==> src/rtl/rrcp_pkg.sv <==
// Shared types, register codes and constants for the ROI row/column projection unit.
`default_nettype none

package rrcp_pkg;

	// defaults for the top-level parameters
	localparam int DEF_MAX_BINS = 4096;
	localparam int DEF_SUM_BITS = 32;

	// epoch tag held with every bin; a frame start moves to the next epoch
	localparam int EPOCH_BITS = 8;

	// result queue
	localparam int OUT_DEPTH = 4;
	localparam int PTR_BITS  = $clog2(OUT_DEPTH);
	localparam int CNT_BITS  = $clog2(OUT_DEPTH) + 1;

	// configuration register indexes
	localparam logic [2:0] REG_ROI_LEFT     = 3'd0;
	localparam logic [2:0] REG_ROI_TOP      = 3'd1;
	localparam logic [2:0] REG_ROI_COLS     = 3'd2;
	localparam logic [2:0] REG_ROI_ROWS     = 3'd3;
	localparam logic [2:0] REG_SUM_MODE     = 3'd4;
	localparam logic [2:0] REG_FRAME_COLS   = 3'd5;
	localparam logic [2:0] REG_PIXEL_FORMAT = 3'd6;

	// pixel formats
	localparam logic [2:0] FMT_U8  = 3'd0;
	localparam logic [2:0] FMT_S8  = 3'd1;
	localparam logic [2:0] FMT_U16 = 3'd2;
	localparam logic [2:0] FMT_S16 = 3'd3;
	localparam logic [2:0] FMT_U32 = 3'd4;
	localparam logic [2:0] FMT_S32 = 3'd5;

	// input word kinds
	localparam logic KIND_PIXEL = 1'b0;
	localparam logic KIND_READ  = 1'b1;

	typedef logic [EPOCH_BITS-1:0] epoch_t;

	typedef enum logic [1:0] {
		ST_RUN,
		ST_DRAIN,
		ST_SWEEP
	} seq_state_t;

	typedef enum logic [1:0] {
		OP_PIXEL,
		OP_READ,
		OP_SWEEP
	} op_code_t;

	typedef struct packed {
		logic [11:0] roi_left;
		logic [11:0] roi_top;
		logic [12:0] roi_cols;
		logic [12:0] roi_rows;
		logic        sum_mode;
		logic [12:0] frame_cols;
		logic [2:0]  pixel_format;
	} cfg_t;

	// one bin store operation with the result fields it carries along
	typedef struct packed {
		logic        valid;
		op_code_t    code;
		logic        add_en;
		logic        force_clr;
		epoch_t      epoch;
		logic        emit;
		logic        is_read;
		logic [31:0] tag;
		logic [12:0] total;
		logic        empty;
		logic [11:0] bin_number;
		logic        in_range;
	} op_t;

	typedef struct packed {
		logic s1_valid;
		logic s1_emit;
	} store_status_t;

	typedef struct packed {
		logic        is_bin_read;
		logic [31:0] frame_tag;
		logic [12:0] bin_total;
		logic        region_empty;
		logic [11:0] bin_number;
		logic [31:0] bin_value;
	} res_t;

endpackage

`default_nettype wire

==> src/rtl/rrcp_out_fifo.sv <==
// Small result queue between the bin store and the output channel.
`default_nettype none

module rrcp_out_fifo
	import rrcp_pkg::*;
(
	input  wire logic                clk,
	input  wire logic                arst_n,
	input  wire logic                push,
	input  wire res_t                push_data,
	output logic                     out_valid,
	input  wire logic                out_ready,
	output res_t                     out_data,
	output logic [CNT_BITS-1:0]      count
);

	res_t                entry_q [OUT_DEPTH];
	logic [PTR_BITS-1:0] wr_ptr_q;
	logic [PTR_BITS-1:0] rd_ptr_q;
	logic [CNT_BITS-1:0] count_q;
	logic                pop;

	assign out_valid = (count_q != '0);
	assign out_data  = entry_q[rd_ptr_q];
	assign count     = count_q;
	assign pop       = out_valid && out_ready;

	// storage, no reset needed
	always_ff @(posedge clk) begin
		if (push) begin
			entry_q[wr_ptr_q] <= push_data;
		end
	end

	// pointers and fill count
	always_ff @(posedge clk or negedge arst_n) begin
		if (!arst_n) begin
			wr_ptr_q <= '0;
			rd_ptr_q <= '0;
			count_q  <= '0;
		end else begin
			if (push) begin
				wr_ptr_q <= wr_ptr_q + PTR_BITS'(1);
			end
			if (pop) begin
				rd_ptr_q <= rd_ptr_q + PTR_BITS'(1);
			end
			case ({push, pop})
				2'b10:   count_q <= count_q + CNT_BITS'(1);
				2'b01:   count_q <= count_q - CNT_BITS'(1);
				default: count_q <= count_q;
			endcase
		end
	end

endmodule

`default_nettype wire

==> config.mk <==
export PLATFORM = sky130hd
export DESIGN_NAME = rrcp_out_fifo
export DESIGN_NICKNAME = d
export VERILOG_FILES = /design/src/rtl/rrcp_pkg.sv /design/src/rtl/rrcp_out_fifo.sv
export SDC_FILE = /design/constraint.sdc
export NUM_CORES = 1
export LEC_CHECK = 0
export BUFFER_PORTS_ARGS = -buffer_cell sky130_fd_sc_hd__buf_4
export CAP_MARGIN = 20
export CORE_UTILIZATION = 30
export CTS_CLUSTER_SIZE = 10
export DETAILED_ROUTE_END_ITERATION = 16
export GPL_ROUTABILITY_DRIVEN = 0
export HOLD_SLACK_MARGIN = 0.12
export PLACE_DENSITY = 0.46
export SYNTH_ARGS = -nofsm -noshare
export SYNTH_HDL_FRONTEND = slang
export SYNTH_SLANG_ARGS = --single-unit
==> constraint.sdc <==
create_clock -name clk -period 3.75 [get_ports clk]
set_clock_uncertainty 0.1 [all_clocks]
set_input_delay 0.75 -clock clk [delete_from_list [all_inputs] [get_ports clk]]
set_output_delay 0.75 -clock clk [all_outputs]
set_load 0.02 [all_outputs]
==> results of run 1 <==
## state kept, by name (all words and copies together) (netlist names)
signal	count
rd_ptr_q	2
count	3
entry_q	364
wr_ptr_q	2
## cells in the final DEF (no fill, tap or decap), types with 4 or more instances in the layout
cell type / count
buf_4: 192
mux4_2: 91
buf_12: 7
clkbuf_16: 45
clkbuf_1: 8
inv_1: 6
ha_1: 5
dfrtp_1: 5
and2_4: 4
xor2_1: 4
edfxtp_1: 364
## how the worst max path moves through the flow
stage | from | end | slack (ns) | cells after the start
5_1_grt | rd_ptr_q[0] | out_data[6] | 0.36 | 3
4_1_cts | rd_ptr_q[0] | out_data[6] | 0.39 | 3
3_5_place_dp | rd_ptr_q[0] | out_data[6] | 1.0 | 3
6_report | rd_ptr_q[0] | out_data[6] | 0.50 | 3
3_3_place_gp | rd_ptr_q[0] | out_data[6] | 1.0 | 3
2_1_floorplan | push | entry_q[0][0] | 0.33 | 1
## through the flow
stage                     power, mW  hold WS [ns]  util (%)  std cells  cell area (µm²)
after floorplan                8.65         0.354         -        511            13500
after global placement         10.5         0.410      35.5       1282            15700
after detailed placement       10.5         0.412      35.5       1282            15700
after CTS                      14.2         0.258      38.1       1338            16900
final                          13.8         0.313      38.1       1339            16900
after global routing           14.5         0.273      38.1       1338            16900
## cell type report
cell class	count	area (µm²)	area share, %
well taps	592	741	4.38
inverters	6	22.5	0.133
multi-input cells	114	2260	13.4
repair buffers	200	1590	9.42
clock inverters	2	11.3	0.0666
flip-flops and latches	371	11100	65.8
clock buffers	53	1160	6.84
diodes	1	2.50	0.0148
## cells by family (layout without fill, tap and decap cells)
| group | Yosys count | after routing | share of synthesized area [%] |
|---|---|---|---|
| xor gates and xnor gates | 6 | 6 | 0.388 |
| and+or+nand+nor | 8 | 8 | 0.314 |
| DFF | 371 | 371 | 82.1 |
| adders and majority gates | 6 | 6 | 0.610 |
| muxes | 92 | 92 | 15.2 |
| buffers and inverters | 26 | 261 | 1.30 |
| other | 0 | 1 | 0 |
| AOI/OAI and AO/OA | 2 | 2 | 0.102 |
## critical path, cell delays in order, from the launching register on
cell and delay (ns):
dfrtp_4 0.64, buf_12 0.36, mux4_2 0.60, buf_4 0.18
## power groups by stage
stage	combinational [mW]	clock (mW)	sequential, mW
3_5_place_dp	4.69	0	5.82
5_1_grt	4.85	3.87	5.80
4_1_cts	4.71	3.73	5.75
6_report	4.53	3.59	5.72
2_1_floorplan	2.94	0	5.71
3_3_place_gp	4.68	0	5.77
## routing by layer
metal | wire length (µm) | part of all wire, %
met3 | 1400 | 5.0
met2 | 14200 | 51
met5 | 13 | 0.047
met1 | 11500 | 41
met4 | 673 | 2.4
## cells in the mapped netlist
cell type	instances
inv_1	6
mux2i_1	1
buf_6	8
edfxtp_1	364
buf_4	2
and2_1	4
nor2_1	1
o21ai_0	1
dfrtp_1	7
ha_1	5
xor2_1	4
clkbuf_1	1
or3_1	1
nand2_1	2
mux4_2	91
xnor2_1	2
o31a_1	1
buf_2	9
fa_1	1
==> qor.yml, run 1 <==
nets: 837
postSynthAreaPerCell_um2: 26.5
syn_area_um2: 13500
min_period_over_period_pct: 86.7
wl_um: 27800
numCtsBuffers: 43
synth.top_cell.area_share_pct: 80.8
cts_resized: 0
crit_required_ns: 2.90
met3_usage_pct: 3.33
start_kind: "register"
syn_inst: 511
die_area_um2: 46000
start_util_pct: 30.5
path_max_fanout: 44
synth_area_leader_cell: "edfxtp_1"
cp-end-kind: "output pin"
whs_endpoint: "entry_q[3][35]"
irDropWorstVdd_mv: 0.335
drt_iter0_drc: 237
use_met2_pct: 21.0
synth.distinct_cells: 19
die_height_um: 214
status: "completed"
r2r-end: "entry_q[0][46]"
p_switching_mw: 4.22
cts-root-buf: "clkbuf_16"
fin_crit_ns: 3.25
rsz0062_at_grt: "no"
switching_share_pct: 30.5
p_seq_share_pct: 41.3
num_vias: 6052
p_comb_share_pct: 32.8
hold_depth: 1
min_path_type: "in2reg"
rrSetupSlack_ns: 1.64
die_width_um: 214
synth_fp_nets: 612
route.detailed.wl_per_inst_um: 20.8
grt_antenna_before_repair: 2
drv_slew: 0
cts_tree: "built"
route.detailed.drc: 0
grt_max_degree: 66
cap_violations: 0
pre_cts_slack_ns: 0.998
ctsHoldBuffers: 1
r2r_cells: 4
grt_use_total_pct: 12.3
p_int_mw: 9.62
post_cts_buffers: 0
io_buffer_count: 189
ys_seq_area_share_pct: 82.1
syn2layout_area_growth_pct: 24.9
hold_viol_final: 0
timing.fmax_mhz: 307
ant_nets: 0
clkSinkCount: 371
crit_type: "reg2out"
synthTopCellsByArea: "edfxtp_1, mux4_2, dfrtp_1"
hold_start: "push_data[35]"
path_clk_slew_ns: 0.06
fill_cells: 4022
rows: 77
htreeDepth: 2
first_pass_iters: 5
clock_path_buffers: 3
fin_ws_ns: 0.497
insertion_delay_ns: 0.53
dp_hpwl_um: 16600
top_usage_layer: "met2"
core-area_um2: 44300
clkPwrFrac_pct: 25.9
viasPerCell: 4.52
yosys_warnings: 0
worst_pin_slew_ns: 0.716
ys_ff_latch: 371
crit_arrival_ns: 2.40
p_leak_nw: 5.69
setup_viol: 0
maxSlewHeadroom_pct: 52.3
finalSetupTns_ns: 0
r2r-start: "wr_ptr_q[0]"
io_pins: 190
grt-ovfl-total: 0
powerDensity_nw_per_um2: 819
drive_above_1_share_pct: 45.8
met1_usage_pct: 14.8
grt_pass1_wl_um: 42000
grt_pass1_vias: 6896
Power figures use the tool's default switching activity.
==> run 2, diff against run 1 <==
Settings changed: ABC_AREA set to 1.
Clock period 3.75 ns to 3.7 ns, I/O delays scaled along.
==> run 2 against run 1 <==
Area after synthesis is 11% higher. Sequential share of layout area is 4.8 points lower. Via count is 41% higher. Cell area is 7.8% higher. Worst setup slack better by 0.11 ns. Die area is 11% higher. Sequential cell count stayed put. Clock power is 4% higher. Wire length is 14% higher. Critical endpoint is now out_data[80]. Register-to-register slack better by 0.06 ns. Highest routed layer is now met4. Cell count is 49% higher. Critical path type unchanged.
==> qor.yml, run 2 <==
status: "completed"
grt_max_degree: 94  # +42%
min_path_type: "in2reg"
start_util_pct: 30.5  # about the same
wl_um: 31600  # +14%
min_period_over_period_pct: 83.5
clock_path_buffers: 3  # unchanged
cp_slowest_cell: "dfrtp_1"
syn_inst: 1118  # +120%
path_max_fanout: 92  # +110%
maxSlewHeadroom_pct: 60.6  # +8.3 points
clkSinkCount: 371  # unchanged
io_pins: 190  # unchanged
grt_use_total_pct: 12.6  # +0.34 points
die_area_um2: 50800  # +11%
p_seq_share_pct: 37.8  # -3.5 points
crit_type: "reg2out"
switching_share_pct: 35.7  # +5.2 points
synth_edf_count: 364  # unchanged
fin_total_pwr_mw: 15.0  # +8.4%
rrSetupSlack_ns: 1.70  # +0.06 ns
setup_viol: 0  # unchanged
first_pass_iters: 4  # -1
syn_area_um2: 15000  # +11%
synth_area_leader_cell: "edfxtp_1"
path_clk_slew_ns: 0.05  # about the same
rows: 81  # +5.2%
timing.fmax_mhz: 324
final_cell_mix: "edfxtp_1, nand2_1, buf_4"
r2r-end: "entry_q[1][39]"
syn2layout_area_growth_pct: 21.7
insertion_delay_ns: 0.54  # about the same
multi_input_area_um2: 2590  # +15%
crit_path_max_incr_delay_ns: 0.44  # -0.20 ns
rsz0062_at_grt: "no"
num_vias: 8549  # +41%
nets: 1416  # +69%
r2r_cells: 5  # +1
numCtsBuffers: 44  # +2.3%
final_common_cell: "edfxtp_1"
fin_crit_ns: 3.09
ant_nets: 0  # unchanged
largest_reg_flops: 364  # unchanged
place_area_um2: 17000  # +8.2%
io_buffer_count: 189  # unchanged
cap_violations: 0  # unchanged
synth_ff_type: "edfxtp_1"
hold_start: "push_data[74]"
finalSetupTns_ns: 0  # unchanged
postSynthAreaPerCell_um2: 13.4  # -49%
largest_register: "entry_q"
drv_slew: 0  # unchanged
core-area_um2: 49100  # +11%
stdcell_area_um2: 18200  # +7.8%
worst_pin_slew_ns: 0.591  # -0.125 ns
yosys_warnings: 0  # unchanged
whs_endpoint: "entry_q[1][74]"
synth.top_cell.area_share_pct: 73.0  # -7.8 points
diodes: 0  # -1
async_flop_share_pct: 1.89  # unchanged
cts_tree: "built"
hold_slack_ns: 0.290  # -0.0229 ns
cp-end-kind: "output pin"
grt_pass1_wl_um: 48400  # +15%
clkPwrFrac_pct: 24.8  # -1.1 points
irDropWorstVdd_mv: 0.432  # +29%
powerDensity_nw_per_um2: 824  # +0.62%
p_comb_share_pct: 37.4  # +4.6 points
fill_cells: 4811  # +20%
die_width_um: 225  # +5.1%
htreeDepth: 2  # unchanged
drive_above_1_share_pct: 19.8  # -26 points
synth.distinct_cells: 17  # -2
yosys.cell_count.top_type: "edfxtp_1"
p_leak_nw: 7.21  # +27%
ys_ff_latch: 371  # unchanged
crit_arrival_ns: 2.25  # -0.15 ns
dp_hpwl_um: 17600  # +5.4%
viasPerCell: 4.28  # -5.3%
ys_seq_area_share_pct: 74.2  # -7.9 points
drt_iter0_drc: 334  # +41%
synth_commonest_cells: "edfxtp_1, nand2_1, inv_1"
seqCellArea_um2: 11100  # about the same
start_kind: "register"
crit_required_ns: 2.86  # -0.04 ns
hold_depth: 1  # unchanged
route.detailed.drc: 0  # unchanged
grt_antenna_before_repair: 0  # -2
route.detailed.wl_per_inst_um: 15.8  # -24%
synthTopCellsByArea: "edfxtp_1, o211ai_1, nand2_1"
grt_pass1_vias: 8274  # +20%
grt-ovfl-total: 0  # unchanged
cts-root-buf: "clkbuf_16"
p_switching_mw: 5.36  # +27%
synth_fp_nets: 1219  # +99%
die_height_um: 225  # +5.1%
path_cells: "inv_8, buf_4, nand2_1, o211ai_1, nand2_1, buf_4"
hold_viol_final: 0  # unchanged
p_int_mw: 9.65  # +0.31%
r2r-start: "wr_ptr_q[1]"
-- run 2: cell types whose count changed after synthesis, sizes merged, moves of 3 or more --
| cell | change |
|---|---|
| buf | +38 |
| and2 | -4 |
| nand3 | +4 |
| mux4 | -91 |
| o211ai | +182 |
| nand2 | +289 |
| xor2 | -3 |
| clkbuf | +3 |
| inv | +192 |
-- run 2: how the worst max path moves through the flow --
stage | start | endpoint | slack (ns) | cells past startpoint
floorplan | push | entry_q[3][0] | 0.34 | 3
global placement | rd_ptr_q[0] | out_data[80] | 1.12 | 6
detailed placement | rd_ptr_q[0] | out_data[75] | 1.12 | 6
CTS | rd_ptr_q[0] | out_data[80] | 0.50 | 6
global route | rd_ptr_q[0] | out_data[73] | 0.38 | 6
finish | rd_ptr_q[0] | out_data[80] | 0.61 | 6
-- run 2: timing repair --
action                                 4_1_cts  5_1_grt
buffers inserted                             0        0
endpoints found under the hold margin        7        0
gates resized for setup                      0        0
hold buffers                                 1        0
-- run 2: critical path, delay by kind of cell, from the launching register on --
family / cells / cell delay [ns]
flip-flops: 1 / 0.44
AND/OR/NAND/NOR: 2 / 0.18
buffers and inverters: 3 / 0.97
AO/OA/AOI/OAI: 1 / 0.09
-- run 2: cell type report --
type / instances / area share (%)
inverters: 198 / 4.24
repair buffers: 212 / 9.37
flip-flops and latches: 371 / 61.0
clock inverters: 4 / 0.0893
well taps: 664 / 4.56
multi-input cells: 488 / 14.2
clock buffers: 60 / 6.49
-- run 2: logic make-up after synthesis --
logic type	after synthesis	synth area share (%)
flops	371	74.2
simple gates	296	7.47
buf+inv	259	8.48
compound gates	184	9.19
fa+ha+maj	6	0.552
xor+xnor	2	0.117
-- run 2: per-stage QoR --
| step | util, % | setup slack (ns) | std cells |
|---|---|---|---|
| finish | 37.1 | 0.610 | 1997 |
| global route | 37.1 | 0.382 | 1997 |
| CTS | 37.1 | 0.503 | 1997 |
| detailed placement | 34.7 | 1.12 | 1932 |
| global placement | 34.7 | 1.12 | 1932 |
| floorplan | - | 0.337 | 1118 |
-- run 2: layer usage --
metal,part of all wire (%),global-route usage (%),up-vias
li1,-,-,4280
met1,46,16.2,4080
met2,48,20.8,138
met3,4.7,3.31,51
met4,1.9,3.64,0
met5,0,0,-
-- run 2: power groups by stage --
stage,sequential [mW],clock (mW),combinational (mW)
finish,5.67,3.72,5.62
global placement,5.75,0,5.77
global route,5.74,4.02,6.24
detailed placement,5.76,0,5.81
CTS,5.68,3.86,5.83
floorplan,5.80,0,3.69
==> run 3, diff against run 2 <==
Settings changed: PLACE_DENSITY 0.46 to 0.48.
Clock period 3.7 ns to 2.5 ns, I/O delays scaled along.
==> run 3 against run 2 <==
Die area unchanged. Hold slack got worse by 0.12 ns. Combinational power increased by 85%. First-iteration DRC count increased by 26%. Critical path depth unchanged. Utilization increased by 3.5 points. Sequential power increased by 49%. Wire length increased by 15%. Global-route usage increased by 1.5 points. Count of clock-buffer cells in the layout decreased by 2. Critical endpoint is now out_data[82]. Critical path type unchanged. Largest cell class unchanged. Cell area increased by 9.6%. Highest routed layer unchanged.
==> qor.yml, run 3 (synthesis gave the netlist of run 2 again) <==
viasPerCell: 4.35  # +1.7%
seqCellArea_um2: 11100  # about the same
hold_slack_ns: 0.168  # -0.122 ns
grt_use_total_pct: 14.1  # +1.5 points
syn2layout_area_growth_pct: 33.3
switching_share_pct: 35.8  # +0.073 points
p_switching_mw: 8.68  # +62%
rrSetupSlack_ns: 0.60  # -1.10 ns
start_kind: "register"
final_cell_mix: "edfxtp_1, nand2_1, inv_1"
p_int_mw: 15.6  # +62%
clkSinkCount: 371  # unchanged
io_buffer_count: 189  # unchanged
stdcell_area_um2: 20000  # +9.6%
rsz0062_at_grt: "yes"
min_path_type: "in2reg"
fill_cells: 4642  # -3.5%
hold_start: "push"
dp_hpwl_um: 17800  # +1.2%
cp-end-kind: "output pin"
insertion_delay_ns: 0.55  # about the same
r2r_cells: 8  # +3
crit_arrival_ns: 1.86  # -0.39 ns
place_area_um2: 17100  # +0.60%
r2r-end: "count[1]"
crit_type: "reg2out"
min_period_over_period_pct: 98.3
powerDensity_nw_per_um2: 1220  # +48%
crit_required_ns: 1.90  # -0.96 ns
route.detailed.drc: 0  # unchanged
worst_pin_slew_ns: 0.424  # -0.167 ns
path_max_fanout: 21  # -77%
numCtsBuffers: 44  # unchanged
timing.fmax_mhz: 407
path_clk_slew_ns: 0.05  # about the same
largest_reg_flops: 364  # unchanged
grt-ovfl-total: 0  # unchanged
fin_crit_ns: 2.46
irDropWorstVdd_mv: 0.678  # +57%
grt_max_degree: 59  # -37%
crit_path_max_incr_delay_ns: 0.44  # about the same
grt_antenna_before_repair: 1  # +1
p_leak_nw: 7.93  # +10%
crit_family: "buffers and inverters"
p_seq_share_pct: 34.7  # -3.1 points
rows: 81  # unchanged
p_comb_share_pct: 42.8  # +5.4 points
route.detailed.wl_per_inst_um: 17.2  # +8.7%
status: "completed"
ant_nets: 0  # unchanged
io_pins: 190  # unchanged
start_util_pct: 30.5  # unchanged
setup_viol: 0  # unchanged
crit_top_cell: "buf_4"
die_width_um: 225  # unchanged
nets: 1529  # +8.0%
hold_depth: 2  # +1
hold_viol_final: 0  # unchanged
multi_input_area_um2: 2650  # +2.1%
cts_tree: "built"
crit_buf_inv: 4  # +1
wl_um: 36300  # +15%
drive_above_1_share_pct: 20.6  # +0.78 points
htreeDepth: 2  # unchanged
cap_violations: 0  # unchanged
cts-root-buf: "clkbuf_16"
maxSlewHeadroom_pct: 71.8  # +11 points
num_vias: 9180  # +7.4%
final_common_cell: "edfxtp_1"
die_area_um2: 50800  # unchanged
cp_slowest_cell: "dfrtp_2"
grt_pass1_vias: 9072  # +9.6%
clock_path_buffers: 3  # unchanged
grt_pass1_wl_um: 53400  # +10%
path_cells: "inv_8, buf_4, buf_16, o211ai_1, nand2_1, buf_4"
r2r-start: "count[0]"
drv_slew: 0  # unchanged
clkPwrFrac_pct: 22.6  # -2.2 points
core-area_um2: 49100  # unchanged
largest_register: "entry_q"
die_height_um: 225  # unchanged
whs_endpoint: "wr_ptr_q[0]"
first_pass_iters: 4  # unchanged
drt_iter0_drc: 422  # +26%
run 3: area by class of cell:
type	count	area share (%)
clock inverters	3	0.0564
flip-flops and latches	371	55.7
repair buffers	325	17.0
clock buffers	58	5.89
inverters	198	3.90
multi-input cells	488	13.3
diodes	1	0.0125
well taps	664	4.16
run 3: worst max path at each step:
stage	from	end	slack (ns)	cells after the start
floorplan	push	entry_q[0][0]	-0.02	3
global placement	rd_ptr_q[0]	out_data[41]	0.45	6
detailed placement	rd_ptr_q[0]	out_data[41]	0.45	6
CTS	rd_ptr_q[1]	out_data[1]	-0.09	5
global route	rd_ptr_q[0]	out_data[82]	-0.06	6
finish	rd_ptr_q[0]	out_data[82]	0.04	6
run 3: timing repair:
| item | in CTS | in global routing |
|---|---|---|
| endpoints found under the setup margin | 91 | 88 |
| pin swaps | 5 | 9 |
| hold endpoints to repair | 373 | 0 |
| resized for setup | 31 | 49 |
| cloned | 9 | 5 |
| setup buffers | 9 | 1 |
| hold buffers | 93 | 0 |
run 3: power groups by stage:
stage | Clock, mW | Combinational [mW] | Sequential [mW]
global route | 5.90 | 11.3 | 8.50
finish | 5.47 | 10.4 | 8.42
CTS | 5.69 | 10.1 | 8.42
detailed placement | 0 | 8.74 | 8.53
global placement | 0 | 8.72 | 8.51
floorplan | 0 | 5.53 | 8.54
run 3: per-layer routing:
metal  vias up  GRT usage (%)  part of all wire (%)
li1       4522              -                     -
met1      4436           18.6                    46
met2       172           23.0                    47
met3        50           3.00                   4.6
met4         0           5.00                   2.1
met5         -              0                     0
run 3: metrics by stage:
step / worst slack (ns) / total power, mW / std cells / util, % / setup TNS [ns]
after global routing: -0.0575 / 25.7 / 2108 / 40.7 / -1.70
final: 0.0426 / 24.3 / 2108 / 40.7 / 0
after global placement: 0.452 / 17.2 / 1930 / 34.9 / 0
after floorplan: -0.0237 / 14.1 / 1118 / - / -7.05
after CTS: -0.0871 / 24.2 / 2102 / 40.1 / -3.80
after detailed placement: 0.447 / 17.3 / 1930 / 34.9 / 0
