### config.mk
export PLATFORM = sky130hd
export DESIGN_NAME = rrcp_front
export DESIGN_NICKNAME = d
export VERILOG_FILES = /design/src/rtl/rrcp_pkg.sv /design/src/rtl/rrcp_front.sv
export SDC_FILE = /design/constraint.sdc
export NUM_CORES = 1
export LEC_CHECK = 0
export BUFFER_PORTS_ARGS = -buffer_cell sky130_fd_sc_hd__buf_2
export CAP_MARGIN = 20
export CORE_MARGIN = 5
export CORE_UTILIZATION = 50
export DETAILED_ROUTE_END_ITERATION = 8
export GPL_TIMING_DRIVEN = 0
export PLACE_DENSITY = 0.87
export SKIP_CTS_REPAIR_TIMING = 1
export SYNTH_ARGS = -nofsm -noshare
export SYNTH_HDL_FRONTEND = slang
export SYNTH_SLANG_ARGS = --single-unit
### constraint.sdc
create_clock -name clk -period 4.9 [get_ports clk]
set_clock_uncertainty 0.2 [all_clocks]
set_input_delay 0.49 -clock clk [delete_from_list [all_inputs] [get_ports clk]]
set_output_delay 0.49 -clock clk [all_outputs]
set_load 0.03 [all_outputs]
### src/rtl/rrcp_pkg.sv
// Shared types, register codes and constants for the ROI row/column projection unit.
`default_nettype none

package rrcp_pkg;

	// defaults for the top-level parameters
	localparam int DEF_MAX_BINS = 4096;
	localparam int DEF_SUM_BITS = 32;

	// epoch tag held with every bin; a frame start moves to the next epoch
	localparam int EPOCH_BITS = 8;

	// result queue
	localparam int OUT_DEPTH = 4;
	localparam int PTR_BITS  = $clog2(OUT_DEPTH);
	localparam int CNT_BITS  = $clog2(OUT_DEPTH) + 1;

	// configuration register indexes
	localparam logic [2:0] REG_ROI_LEFT     = 3'd0;
	localparam logic [2:0] REG_ROI_TOP      = 3'd1;
	localparam logic [2:0] REG_ROI_COLS     = 3'd2;
	localparam logic [2:0] REG_ROI_ROWS     = 3'd3;
	localparam logic [2:0] REG_SUM_MODE     = 3'd4;
	localparam logic [2:0] REG_FRAME_COLS   = 3'd5;
	localparam logic [2:0] REG_PIXEL_FORMAT = 3'd6;

	// pixel formats
	localparam logic [2:0] FMT_U8  = 3'd0;
	localparam logic [2:0] FMT_S8  = 3'd1;
	localparam logic [2:0] FMT_U16 = 3'd2;
	localparam logic [2:0] FMT_S16 = 3'd3;
	localparam logic [2:0] FMT_U32 = 3'd4;
	localparam logic [2:0] FMT_S32 = 3'd5;

	// input word kinds
	localparam logic KIND_PIXEL = 1'b0;
	localparam logic KIND_READ  = 1'b1;

	typedef logic [EPOCH_BITS-1:0] epoch_t;

	typedef enum logic [1:0] {
		ST_RUN,
		ST_DRAIN,
		ST_SWEEP
	} seq_state_t;

	typedef enum logic [1:0] {
		OP_PIXEL,
		OP_READ,
		OP_SWEEP
	} op_code_t;

	typedef struct packed {
		logic [11:0] roi_left;
		logic [11:0] roi_top;
		logic [12:0] roi_cols;
		logic [12:0] roi_rows;
		logic        sum_mode;
		logic [12:0] frame_cols;
		logic [2:0]  pixel_format;
	} cfg_t;

	// one bin store operation with the result fields it carries along
	typedef struct packed {
		logic        valid;
		op_code_t    code;
		logic        add_en;
		logic        force_clr;
		epoch_t      epoch;
		logic        emit;
		logic        is_read;
		logic [31:0] tag;
		logic [12:0] total;
		logic        empty;
		logic [11:0] bin_number;
		logic        in_range;
	} op_t;

	typedef struct packed {
		logic s1_valid;
		logic s1_emit;
	} store_status_t;

	typedef struct packed {
		logic        is_bin_read;
		logic [31:0] frame_tag;
		logic [12:0] bin_total;
		logic        region_empty;
		logic [11:0] bin_number;
		logic [31:0] bin_value;
	} res_t;

endpackage

`default_nettype wire

### src/rtl/rrcp_front.sv
// Input stage: raster position, region test, pixel widening, epoch and sweep sequencing.
`default_nettype none

module rrcp_front
	import rrcp_pkg::*;
#(
	parameter int MAX_BINS = DEF_MAX_BINS,
	parameter int SUM_BITS = DEF_SUM_BITS
)
(
	input  wire logic                        clk,
	input  wire logic                        arst_n,
	input  wire cfg_t                        cfg,
	input  wire logic                        in_valid,
	output logic                             in_ready,
	input  wire logic                        kind,
	input  wire logic [31:0]                 pixel_raw,
	input  wire logic                        frame_end,
	input  wire logic [31:0]                 frame_id,
	input  wire logic [11:0]                 read_index,
	input  wire logic [CNT_BITS-1:0]         fifo_count,
	input  wire store_status_t               status,
	output op_t                              op_s0,
	output logic [$clog2(MAX_BINS)-1:0]      addr_s0,
	output logic [SUM_BITS-1:0]              addend_s0
);

	localparam int AW = $clog2(MAX_BINS);

	seq_state_t    state_q;
	seq_state_t    state_d;
	logic [11:0]   col_q;
	logic [12:0]   row_q;
	logic          past_q;
	logic [31:0]   last_tag_q;
	epoch_t        epoch_q;
	epoch_t        base_q;
	logic          force_q;
	logic [AW-1:0] sweep_addr_q;

	logic          accept;
	logic          is_pix;
	logic          frame_start;
	logic          empty;
	logic [11:0]   col_off;
	logic [12:0]   row_off;
	logic          in_col;
	logic          in_row;
	logic [12:0]   bin_idx;
	logic          bin_ok;
	logic          fmt_ok;
	logic [63:0]   wide;
	logic          add_en;
	logic [12:0]   stride;
	logic          wrap;
	logic          rd_ok;
	logic [12:0]   raw_total;
	logic [12:0]   total;
	epoch_t        epoch_next;
	logic          alias_next;
	logic          sweep_last;

	// region test and bin index for the pixel at the current position
	always_comb begin
		empty       = (cfg.roi_cols == 13'd0) || (cfg.roi_rows == 13'd0);
		frame_start = (col_q == 12'd0) && (row_q == 13'd0) && !past_q;
		col_off     = col_q - cfg.roi_left;
		row_off     = row_q - {1'b0, cfg.roi_top};
		in_col      = (col_q >= cfg.roi_left) && ({1'b0, col_off} < cfg.roi_cols);
		in_row      = (row_q >= {1'b0, cfg.roi_top}) && (row_off < cfg.roi_rows);
		bin_idx     = cfg.sum_mode ? row_off : {1'b0, col_off};
		bin_ok      = 32'(bin_idx) < 32'(MAX_BINS);
		rd_ok       = 32'(read_index) < 32'(MAX_BINS);
	end

	// pixel widening per format
	always_comb begin
		fmt_ok = 1'b1;
		case (cfg.pixel_format)
			FMT_U8:  wide = {56'd0, pixel_raw[7:0]};
			FMT_S8:  wide = {{56{pixel_raw[7]}}, pixel_raw[7:0]};
			FMT_U16: wide = {48'd0, pixel_raw[15:0]};
			FMT_S16: wide = {{48{pixel_raw[15]}}, pixel_raw[15:0]};
			FMT_U32: wide = {32'd0, pixel_raw};
			FMT_S32: wide = {{32{pixel_raw[31]}}, pixel_raw};
			default: begin
				wide   = 64'd0;
				fmt_ok = 1'b0;
			end
		endcase
		add_en = !empty && !past_q && in_col && in_row && bin_ok && fmt_ok;
	end

	// line stride, bin count and epoch step
	always_comb begin
		if (cfg.frame_cols == 13'd0) begin
			stride = 13'd1;
		end else if (cfg.frame_cols > 13'd4096) begin
			stride = 13'd4096;
		end else begin
			stride = cfg.frame_cols;
		end
		wrap      = ({1'b0, col_q} + 13'd1) >= stride;
		raw_total = cfg.sum_mode ? cfg.roi_rows : cfg.roi_cols;
		if (empty) begin
			total = 13'd0;
		end else if (32'(raw_total) > 32'(MAX_BINS)) begin
			total = 13'(MAX_BINS);
		end else begin
			total = raw_total;
		end
		epoch_next = epoch_q + EPOCH_BITS'(1);
		alias_next = (epoch_next + EPOCH_BITS'(1)) == base_q;
		sweep_last = sweep_addr_q == AW'(MAX_BINS - 1);
	end

	assign is_pix = (kind == KIND_PIXEL);
	assign accept = in_valid && in_ready;

	// sequencer next state
	always_comb begin
		state_d = state_q;
		case (state_q)
			ST_RUN: begin
				if (accept && is_pix && frame_start && alias_next) begin
					state_d = ST_DRAIN;
				end
			end
			ST_DRAIN: begin
				if (!status.s1_valid) begin
					state_d = ST_SWEEP;
				end
			end
			ST_SWEEP: begin
				if (sweep_last) begin
					state_d = ST_RUN;
				end
			end
			default: state_d = ST_RUN;
		endcase
	end

	// sequencer outputs: handshake and the operation issued to the store
	always_comb begin
		in_ready  = (state_q == ST_RUN) &&
		            (({1'b0, fifo_count} + (CNT_BITS + 1)'(status.s1_emit)) <
		             (CNT_BITS + 1)'(OUT_DEPTH));
		op_s0     = '0;
		addr_s0   = '0;
		addend_s0 = SUM_BITS'(wide);
		case (state_q)
			ST_SWEEP: begin
				op_s0.valid     = 1'b1;
				op_s0.code      = OP_SWEEP;
				op_s0.epoch     = epoch_q;
				op_s0.force_clr = force_q;
				addr_s0         = sweep_addr_q;
			end
			ST_RUN: begin
				if (accept && is_pix) begin
					op_s0.valid  = 1'b1;
					op_s0.code   = OP_PIXEL;
					op_s0.add_en = add_en;
					op_s0.epoch  = frame_start ? epoch_next : epoch_q;
					op_s0.emit   = frame_end;
					op_s0.tag    = frame_id;
					op_s0.total  = total;
					op_s0.empty  = empty;
					addr_s0      = AW'(bin_idx);
				end else if (accept) begin
					op_s0.valid      = 1'b1;
					op_s0.code       = OP_READ;
					op_s0.epoch      = epoch_q;
					op_s0.emit       = 1'b1;
					op_s0.is_read    = 1'b1;
					op_s0.tag        = last_tag_q;
					op_s0.bin_number = read_index;
					op_s0.in_range   = rd_ok;
					addr_s0          = rd_ok ? AW'(read_index) : '0;
				end
			end
			default: begin
				op_s0 = '0;
			end
		endcase
	end

	// state, raster position, epoch and sweep address
	always_ff @(posedge clk or negedge arst_n) begin
		if (!arst_n) begin
			state_q      <= ST_SWEEP;
			col_q        <= '0;
			row_q        <= '0;
			past_q       <= 1'b0;
			last_tag_q   <= '0;
			epoch_q      <= '0;
			base_q       <= '0;
			force_q      <= 1'b1;
			sweep_addr_q <= '0;
		end else begin
			state_q <= state_d;
			if (accept && is_pix) begin
				if (frame_start) begin
					epoch_q <= epoch_next;
				end
				if (frame_end) begin
					col_q      <= '0;
					row_q      <= '0;
					past_q     <= 1'b0;
					last_tag_q <= frame_id;
				end else if (wrap) begin
					col_q <= '0;
					if (row_q >= 13'd8191) begin
						past_q <= 1'b1;
					end else begin
						row_q <= row_q + 13'd1;
					end
				end else begin
					col_q <= col_q + 12'd1;
				end
			end
			if (state_q == ST_SWEEP) begin
				if (sweep_last) begin
					sweep_addr_q <= '0;
					force_q      <= 1'b0;
					base_q       <= epoch_q;
				end else begin
					sweep_addr_q <= sweep_addr_q + AW'(1);
				end
			end
		end
	end

endmodule

`default_nettype wire

==> metrics.yaml, run 1 <==
cts.clk_slew.worst_paths_ps: 70
worst_setup_path_end_kind: "output port"
grt_pass1_wl_um: 41740
setup_repair_after_global_routing_missed_its_margin: "false"
worst_hold_path_type: "in -> reg"
synth.avg_cell_area_um2: 7.835
p_sw_frac: 0.4003
static-leakage-power_nw: 5.391
portion_of_the_clock_cycle_consumed_by_the_worst_path_in_the_final_layout: 0.9618
max-slew-margin-rel: 0.4817
share_of_post_route_cells_with_drive_strength_above_1: 0.2491
number_of_enable_type_register_cells_in_the_synthesized_netlist: 0
wl_per_cell_um: 17.55
vias_per_cell: 5.813
rrSetupSlack_ps: 430
reg2reg_to: "col_q[2]$_DFFE_PN0P_"
floorplan.die.height_um: 137.2
remaining_drc_errors: 0
whs_ps: 134.6
fmax_ghz: 0.2122
tritoncts: "yes"
grt_overflow_total: 0
yosys_warnings: 0
critPathRequiredTime_ps: 4210
vdd.ir_drop.worst_mv: 0.2430
htree_num_levels: 3
slew_viol_final: 0
finalWeightedCongestion: 0.9715
number_of_antenna_violations_at_the_first_check_in_global_routing: 3
core_region_area_um2: 15890
ys_ff_latch: 89
p_switching_mw: 1.119
detail-route-antenna-nets: 0
synthCells: 1032
synth_nets: 1254
syn_to_final_growth_pct: 25.44
dp.final_hpwl_um: 21700
num_vias: 8975
post_synth_design_cell_area_um2: 8085
flip_flop_cell_with_the_highest_count_after_synthesis: "sky130_fd_sc_hd__dfrtp_1"
hold_violations: 0
p_seq_frac: 0.343
first_global_vias: 8587
number_of_clock_buffers_inserted_by_tritoncts: 9
clockPowerShare: 0.242
async_flop_share: 1.000
initial_utilization: 0.5090
rows: 46
ff2ff_path_depth: 12
max_cap_viol_count: 0
power_report.internal_total_mw: 1.676
min_path_cells: 2
dpl-instance-area_um2: 9738
worst_hold_path.endpoint: "state_q[1]$_DFFE_PN1P_"
p_comb_frac: 0.415
critPathLaunchType: "flop"
grt_max_degree: 52
max-clock-path-buffers: 2
drtPass1Iterations: 6
critical_path_class: "reg -> out"
p_per_area_nw_per_um2: 275.6
detail_route.iter0.violations: 691
worst-slew-pin-transition_ps: 769.1
finalSetupViolCount: 0
crit_arrival_ps: 4020
dieArea_um2: 18810
layout.nets: 1542
fin_ws_ps: 187.3
yosysSeqAreaShare: 0.2758
yosysUniqueCellTypes: 73
run_status: "finished, final reports clean"
clkSinkCount: 89
io-pin-count: 272
r2r_start: "col_q[4]$_DFFE_PN0P_"
groute.usage.overall: 0.2769
stdcell_area_um2: 10140
clkLatencyLatePin_ps: 360
io_buffer_count: 270
critical_path.max_fanout: 3
hold_wc_startpoint: "status[1]"
placement.setup.worst_slack_ps: -120.4
layout_min_cycle_time_ps: 4713
fp.dieW_um: 137.2
clock-root-buffer: "sky130_fd_sc_hd__clkbuf_16"
routed_wl_um: 27100
## metrics by stage
| stage | cells | TNS [ps] | utilization | power [mW] |
|---|---|---|---|---|
| after floorplan | 1032 | 0 | - | 1.707 |
| after global placement | 1518 | -162.6 | 0.6111 | 2.040 |
| after detailed placement | 1519 | -120.4 | 0.6130 | 2.079 |
| after CTS | 1535 | -377.4 | 0.6314 | 2.759 |
| after global routing | 1544 | 0 | 0.6385 | 2.967 |
| final | 1544 | 0 | 0.6385 | 2.795 |
## cells by family (layout without fill, tap and decap cells)
family,Yosys count,in the layout,share of synthesized area
other,0,3,0
adder cells (fa/ha/maj),69,69,0.1086
buffers and inverters,119,412,0.05664
AO/OA/AOI/OAI,258,258,0.2128
flip-flops,89,89,0.2758
AND/OR/NAND/NOR,409,409,0.2442
XOR/XNOR,58,58,0.06283
multiplexers,30,30,0.03915
## cell usage after synthesis, types with 17 or more instances
cell type | count | area share
sky130_fd_sc_hd__nor2_1 | 59 | 0.027
sky130_fd_sc_hd__and2_1 | 22 | 0.017
sky130_fd_sc_hd__nand2_1 | 176 | 0.082
sky130_fd_sc_hd__mux2i_1 | 17 | 0.021
sky130_fd_sc_hd__ha_1 | 67 | 0.10
sky130_fd_sc_hd__a22o_1 | 33 | 0.036
sky130_fd_sc_hd__a21o_1 | 17 | 0.016
sky130_fd_sc_hd__xnor2_1 | 36 | 0.039
sky130_fd_sc_hd__nand3_1 | 30 | 0.019
sky130_fd_sc_hd__xor2_1 | 22 | 0.024
sky130_fd_sc_hd__clkbuf_1 | 42 | 0.019
sky130_fd_sc_hd__a21oi_1 | 69 | 0.043
sky130_fd_sc_hd__dfrtp_1 | 87 | 0.27
sky130_fd_sc_hd__o21ai_0 | 55 | 0.034
sky130_fd_sc_hd__inv_1 | 64 | 0.030
## per-layer routing
metal	vias to the layer above	track usage	part of all wire
met2	509	0.4714	0.47
met4	0	0.1225	0.043
met1	4116	0.3263	0.38
li1	4254	-	-
met3	96	0.07500	0.11
met5	-	0	0
## critical path, stage by stage (launching register included)
cell and delay (ps):
sky130_fd_sc_hd__dfrtp_1 360, sky130_fd_sc_hd__inv_1 80, sky130_fd_sc_hd__ha_2 190, sky130_fd_sc_hd__fa_2 350
sky130_fd_sc_hd__nand2b_1 180, sky130_fd_sc_hd__a211oi_2 260, sky130_fd_sc_hd__nor3_2 100, sky130_fd_sc_hd__o21ai_2 150
sky130_fd_sc_hd__xnor2_2 120, sky130_fd_sc_hd__ha_1 210, sky130_fd_sc_hd__or4_1 410, sky130_fd_sc_hd__a211oi_1 220
sky130_fd_sc_hd__o221ai_1 150, sky130_fd_sc_hd__a21oi_1 180, sky130_fd_sc_hd__o211ai_1 170, sky130_fd_sc_hd__a2111oi_4 300
sky130_fd_sc_hd__buf_4 230
## area by class of cell
class | instances | area [µm²]
sequential | 89 | 2231
fill | 1382 | 5743
tap | 216 | 270.3
antenna | 3 | 7.507
buffer | 54 | 214.0
clock buffer | 11 | 252.7
inverter | 65 | 244.0
clock inverter | 5 | 38.79
timing repair buffer | 277 | 1431
multi-input combinational | 824 | 5453
## registers in the layout, summed over array words and instances (netlist names)
register      cells
last_tag_q       32
row_q            13
col_q            12
sweep_addr_q     12
base_q            8
epoch_q           8
state_q           2
force_q           1
past_q            1
## placed cells by master, fill, tap and decap left out, drive strengths merged, types with 7 or more instances in the layout
| cell type | count |
|---|---|
| xnor2 | 36 |
| nand2b | 11 |
| mux2 | 13 |
| mux2i | 17 |
| a22o | 33 |
| nor4 | 15 |
| o21ai | 62 |
| ha | 67 |
| o21a | 8 |
| and3 | 14 |
| buf | 288 |
| xor2 | 22 |
| nand2 | 176 |
| a211oi | 10 |
| nor2 | 59 |
| and2 | 22 |
| nor3 | 12 |
| inv | 66 |
| or3 | 12 |
| o31ai | 7 |
| and4 | 7 |
| clkbuf | 53 |
| a21o | 17 |
| nor2b | 14 |
| nand4 | 15 |
| dfrtp | 87 |
| a21oi | 69 |
| nand3 | 31 |
## power groups by stage
stage / clock network, mW / registers (mW) / logic [mW]
finish: 0.676 / 0.959 / 1.16
detailed placement: 0 / 0.969 / 1.11
global route: 0.716 / 0.976 / 1.28
CTS: 0.683 / 0.959 / 1.12
global placement: 0 / 0.965 / 1.07
floorplan: 0 / 0.938 / 0.768
## worst max-delay path by stage
stage                      endpoint            startpoint  slack (ps)  cells past startpoint
after floorplan           op_s0[70]               cfg[43]         110                     14
after global placement    op_s0[70]               cfg[43]        -160                     16
after detailed placement  op_s0[70]               cfg[43]        -120                     16
after CTS                 op_s0[70]  row_q[0]$_DFFE_PN0P_        -380                     16
after global routing      op_s0[70]  row_q[0]$_DFFE_PN0P_          20                     16
final                     op_s0[70]  row_q[0]$_DFFE_PN0P_         190                     16
No activity file was read; power rests on OpenSTA's default activity.
==> inputs of run 2 (changes only) <==
--- a/config.mk
+++ b/config.mk
@@ -8,10 +8,10 @@
 export BUFFER_PORTS_ARGS = -buffer_cell sky130_fd_sc_hd__buf_2
 export CAP_MARGIN = 20
 export CORE_MARGIN = 5
-export CORE_UTILIZATION = 50
+export CORE_UTILIZATION = 39
 export DETAILED_ROUTE_END_ITERATION = 8
 export GPL_TIMING_DRIVEN = 0
-export PLACE_DENSITY = 0.87
+export PLACE_DENSITY = 0.72
 export SKIP_CTS_REPAIR_TIMING = 1
 export SYNTH_ARGS = -nofsm -noshare
 export SYNTH_HDL_FRONTEND = slang
==> run 2 against run 1 <==
Net effect:
- hold slack gained 5.8 ps
- clock power up 3%
- sequential share of layout area decreased by 0.10 points
- global-route usage fell by 5.0 points
- worst setup slack lost 84 ps
- routed wire length up 5.6%
- die area up 26%
- final area increased by 0.52%
- critical path type unchanged
- largest cell class unchanged
- highest routed layer is now met5
==> metrics.yaml, run 2 (same netlist as run 1, synthesis figures left out) <==
run_status: "finished, final reports clean"
wl_per_cell_um: 17.98  # +2.5%
hold_violations: 0  # unchanged
grt_pass1_wl_um: 44100  # +5.7%
cp_slowest_cell: "sky130_fd_sc_hd__or4_1"
clock-root-buffer: "sky130_fd_sc_hd__clkbuf_16"
max-clock-path-buffers: 2  # unchanged
r2r_start: "col_q[4]$_DFFE_PN0P_"
critical_path.cell_chain: "inv_1, ha_1, fa_1, nand2b_4, a211oi_2, nor3_2, o21ai_2, xnor2_2, ha_1, or4_1, a211oi_2, o221ai_2, a21oi_2, o211ai_1, a2111oi_4, buf_4"
critPathLaunchType: "flop"
share_of_post_route_cells_with_drive_strength_above_1: 0.2477  # -0.001329
vdd.ir_drop.worst_mv: 0.1692  # -30%
grt_max_degree: 50  # -3.8%
filler_cell_count: 1998  # +45%
critical_path.startpoint: "row_q[0]$_DFFE_PN0P_"
layout.nets: 1539  # -0.19%
number_of_antenna_violations_at_the_first_check_in_global_routing: 3  # unchanged
clkSinkCount: 89  # unchanged
rrSetupSlack_ps: 390  # -40 ps
max-slew-margin-rel: 0.4749  # -0.006809
htree_num_levels: 3  # unchanged
critical_path_class: "reg -> out"
num_vias: 8714  # -2.9%
finalSetupViolCount: 0  # unchanged
layout_min_cycle_time_ps: 4797  # +83.94 ps
hold_wc_startpoint: "frame_id[8]"
setup_tns_ps: 0  # unchanged
routed_wl_um: 28610  # +5.6%
fin_ws_ps: 103.3  # -83.94 ps
worst-slew-pin-transition_ps: 779.2  # +10.10 ps
placement.setup.worst_slack_ps: -356.5  # -236.2 ps
dp.final_hpwl_um: 23180  # +6.8%
groute.usage.overall: 0.2273  # -0.04959
number_of_clock_buffers_inserted_by_tritoncts: 9  # unchanged
io_buffer_count: 270  # unchanged
worst_setup_path_end_kind: "output port"
critPathRequiredTime_ps: 4210  # about the same
registers.top_by_ff_count: "last_tag_q"
tritoncts: "yes"
crit_arrival_ps: 4110  # +90 ps
detail-route-antenna-nets: 0  # unchanged
initial_utilization: 0.3983  # -0.1107
rows: 52  # +13%
syn_to_final_growth_pct: 26.09
fp.dieW_um: 154.0  # +12%
first_global_vias: 8360  # -2.6%
dieArea_um2: 23710  # +26%
cts.clk_slew.worst_paths_ps: 60  # about the same
layout.cells.most_common: "sky130_fd_sc_hd__buf_2"
p_per_area_nw_per_um2: 275.1  # -0.15%
fmax_ghz: 0.2085  # -1.7%
post-route-util: 0.5022  # -0.1362
grt_overflow_total: 0  # unchanged
drtPass1Iterations: 5  # -1
clkLatencyLatePin_ps: 350  # about the same
vias_per_cell: 5.477  # -5.8%
worst_hold_path_type: "in -> reg"
largest_register_ff_count: 32  # unchanged
floorplan.die.height_um: 154.0  # +12%
critical_path.max_fanout: 3  # unchanged
remaining_drc_errors: 0  # unchanged
static-leakage-power_nw: 5.379  # -0.21%
core_region_area_um2: 20300  # +28%
slew_viol_final: 0  # unchanged
layout_common_cells: "274 x sky130_fd_sc_hd__buf_2, 176 x sky130_fd_sc_hd__nand2_1, 85 x sky130_fd_sc_hd__dfrtp_1"
io-pin-count: 272  # unchanged
detail_route.iter0.violations: 620  # -10%
finalWeightedCongestion: 0.9774  # +0.61%
timing.critical_path.slowest_cell_delay_ps: 440  # +30 ps
largest_registers: "last_tag_q: 32 flops, row_q: 13 flops"
portion_of_the_clock_cycle_consumed_by_the_worst_path_in_the_final_layout: 0.9789  # +0.01713
max_cap_viol_count: 0  # unchanged
## run 2: layout make-up
type / count / area [µm²] / area share
flip-flops and latches: 89 / 2232 / 0.2189
plain buffers: 54 / 214.0 / 0.02099
diodes: 1 / 2.502 / 0.0002455
inverters: 65 / 244.0 / 0.02393
well taps: 270 / 337.8 / 0.03314
clock inverters: 3 / 42.54 / 0.004173
clock buffers: 11 / 242.7 / 0.02381
repair buffers: 274 / 1409 / 0.1382
multi-input cells: 824 / 5470 / 0.5366
## run 2: final timing paths
kind                                                   end  depth (start not counted)
worst max-delay path                             op_s0[70]                         16
worst min-delay path             last_tag_q[8]$_DFFE_PN0P_                          3
worst max register to register        col_q[0]$_DFFE_PN0P_                         12
worst min register to register  last_tag_q[29]$_DFFE_PN0P_                          2
max in group asynchronous             row_q[0]$_DFFE_PN0P_                          3
min in group asynchronous        last_tag_q[5]$_DFFE_PN0P_                          2
## run 2: critical path, delay by kind of cell, from the launching register on
family | cells | cell delay (ps)
flip-flops | 1 | 370
AND/OR/NAND/NOR | 3 | 720
XOR/XNOR | 1 | 130
buffers and inverters | 2 | 310
AO/OA/AOI/OAI | 7 | 1390
adder cells (fa/ha/maj) | 3 | 850
## run 2: stage by stage
stage	cells	area (µm²)	power (mW)	hold WS, ps
3_5_place_dp	1573	9806	2.088	266.8
3_3_place_gp	1572	9776	2.056	257.7
4_1_cts	1587	10090	2.787	-50.83
5_1_grt	1591	10190	2.975	142.1
6_report	1591	10190	2.805	140.4
2_1_floorplan	1032	8087	1.707	-5.591
## run 2: where the power goes
part	leakage, nW	internal [mW]	total, mW	switching [mW]
logic	4.07	0.447	1.15	0.701
clock network	0.137	0.403	0.694	0.291
registers	1.17	0.848	0.963	0.115
## run 2: metal layers
layer,part of all wire,global-route usage,vias up
met3,0.081,0.05705,46
met4,0.028,0.07527,4
met5,0.00094,0,-
met2,0.47,0.3802,362
met1,0.42,0.2870,4063
li1,-,-,4239
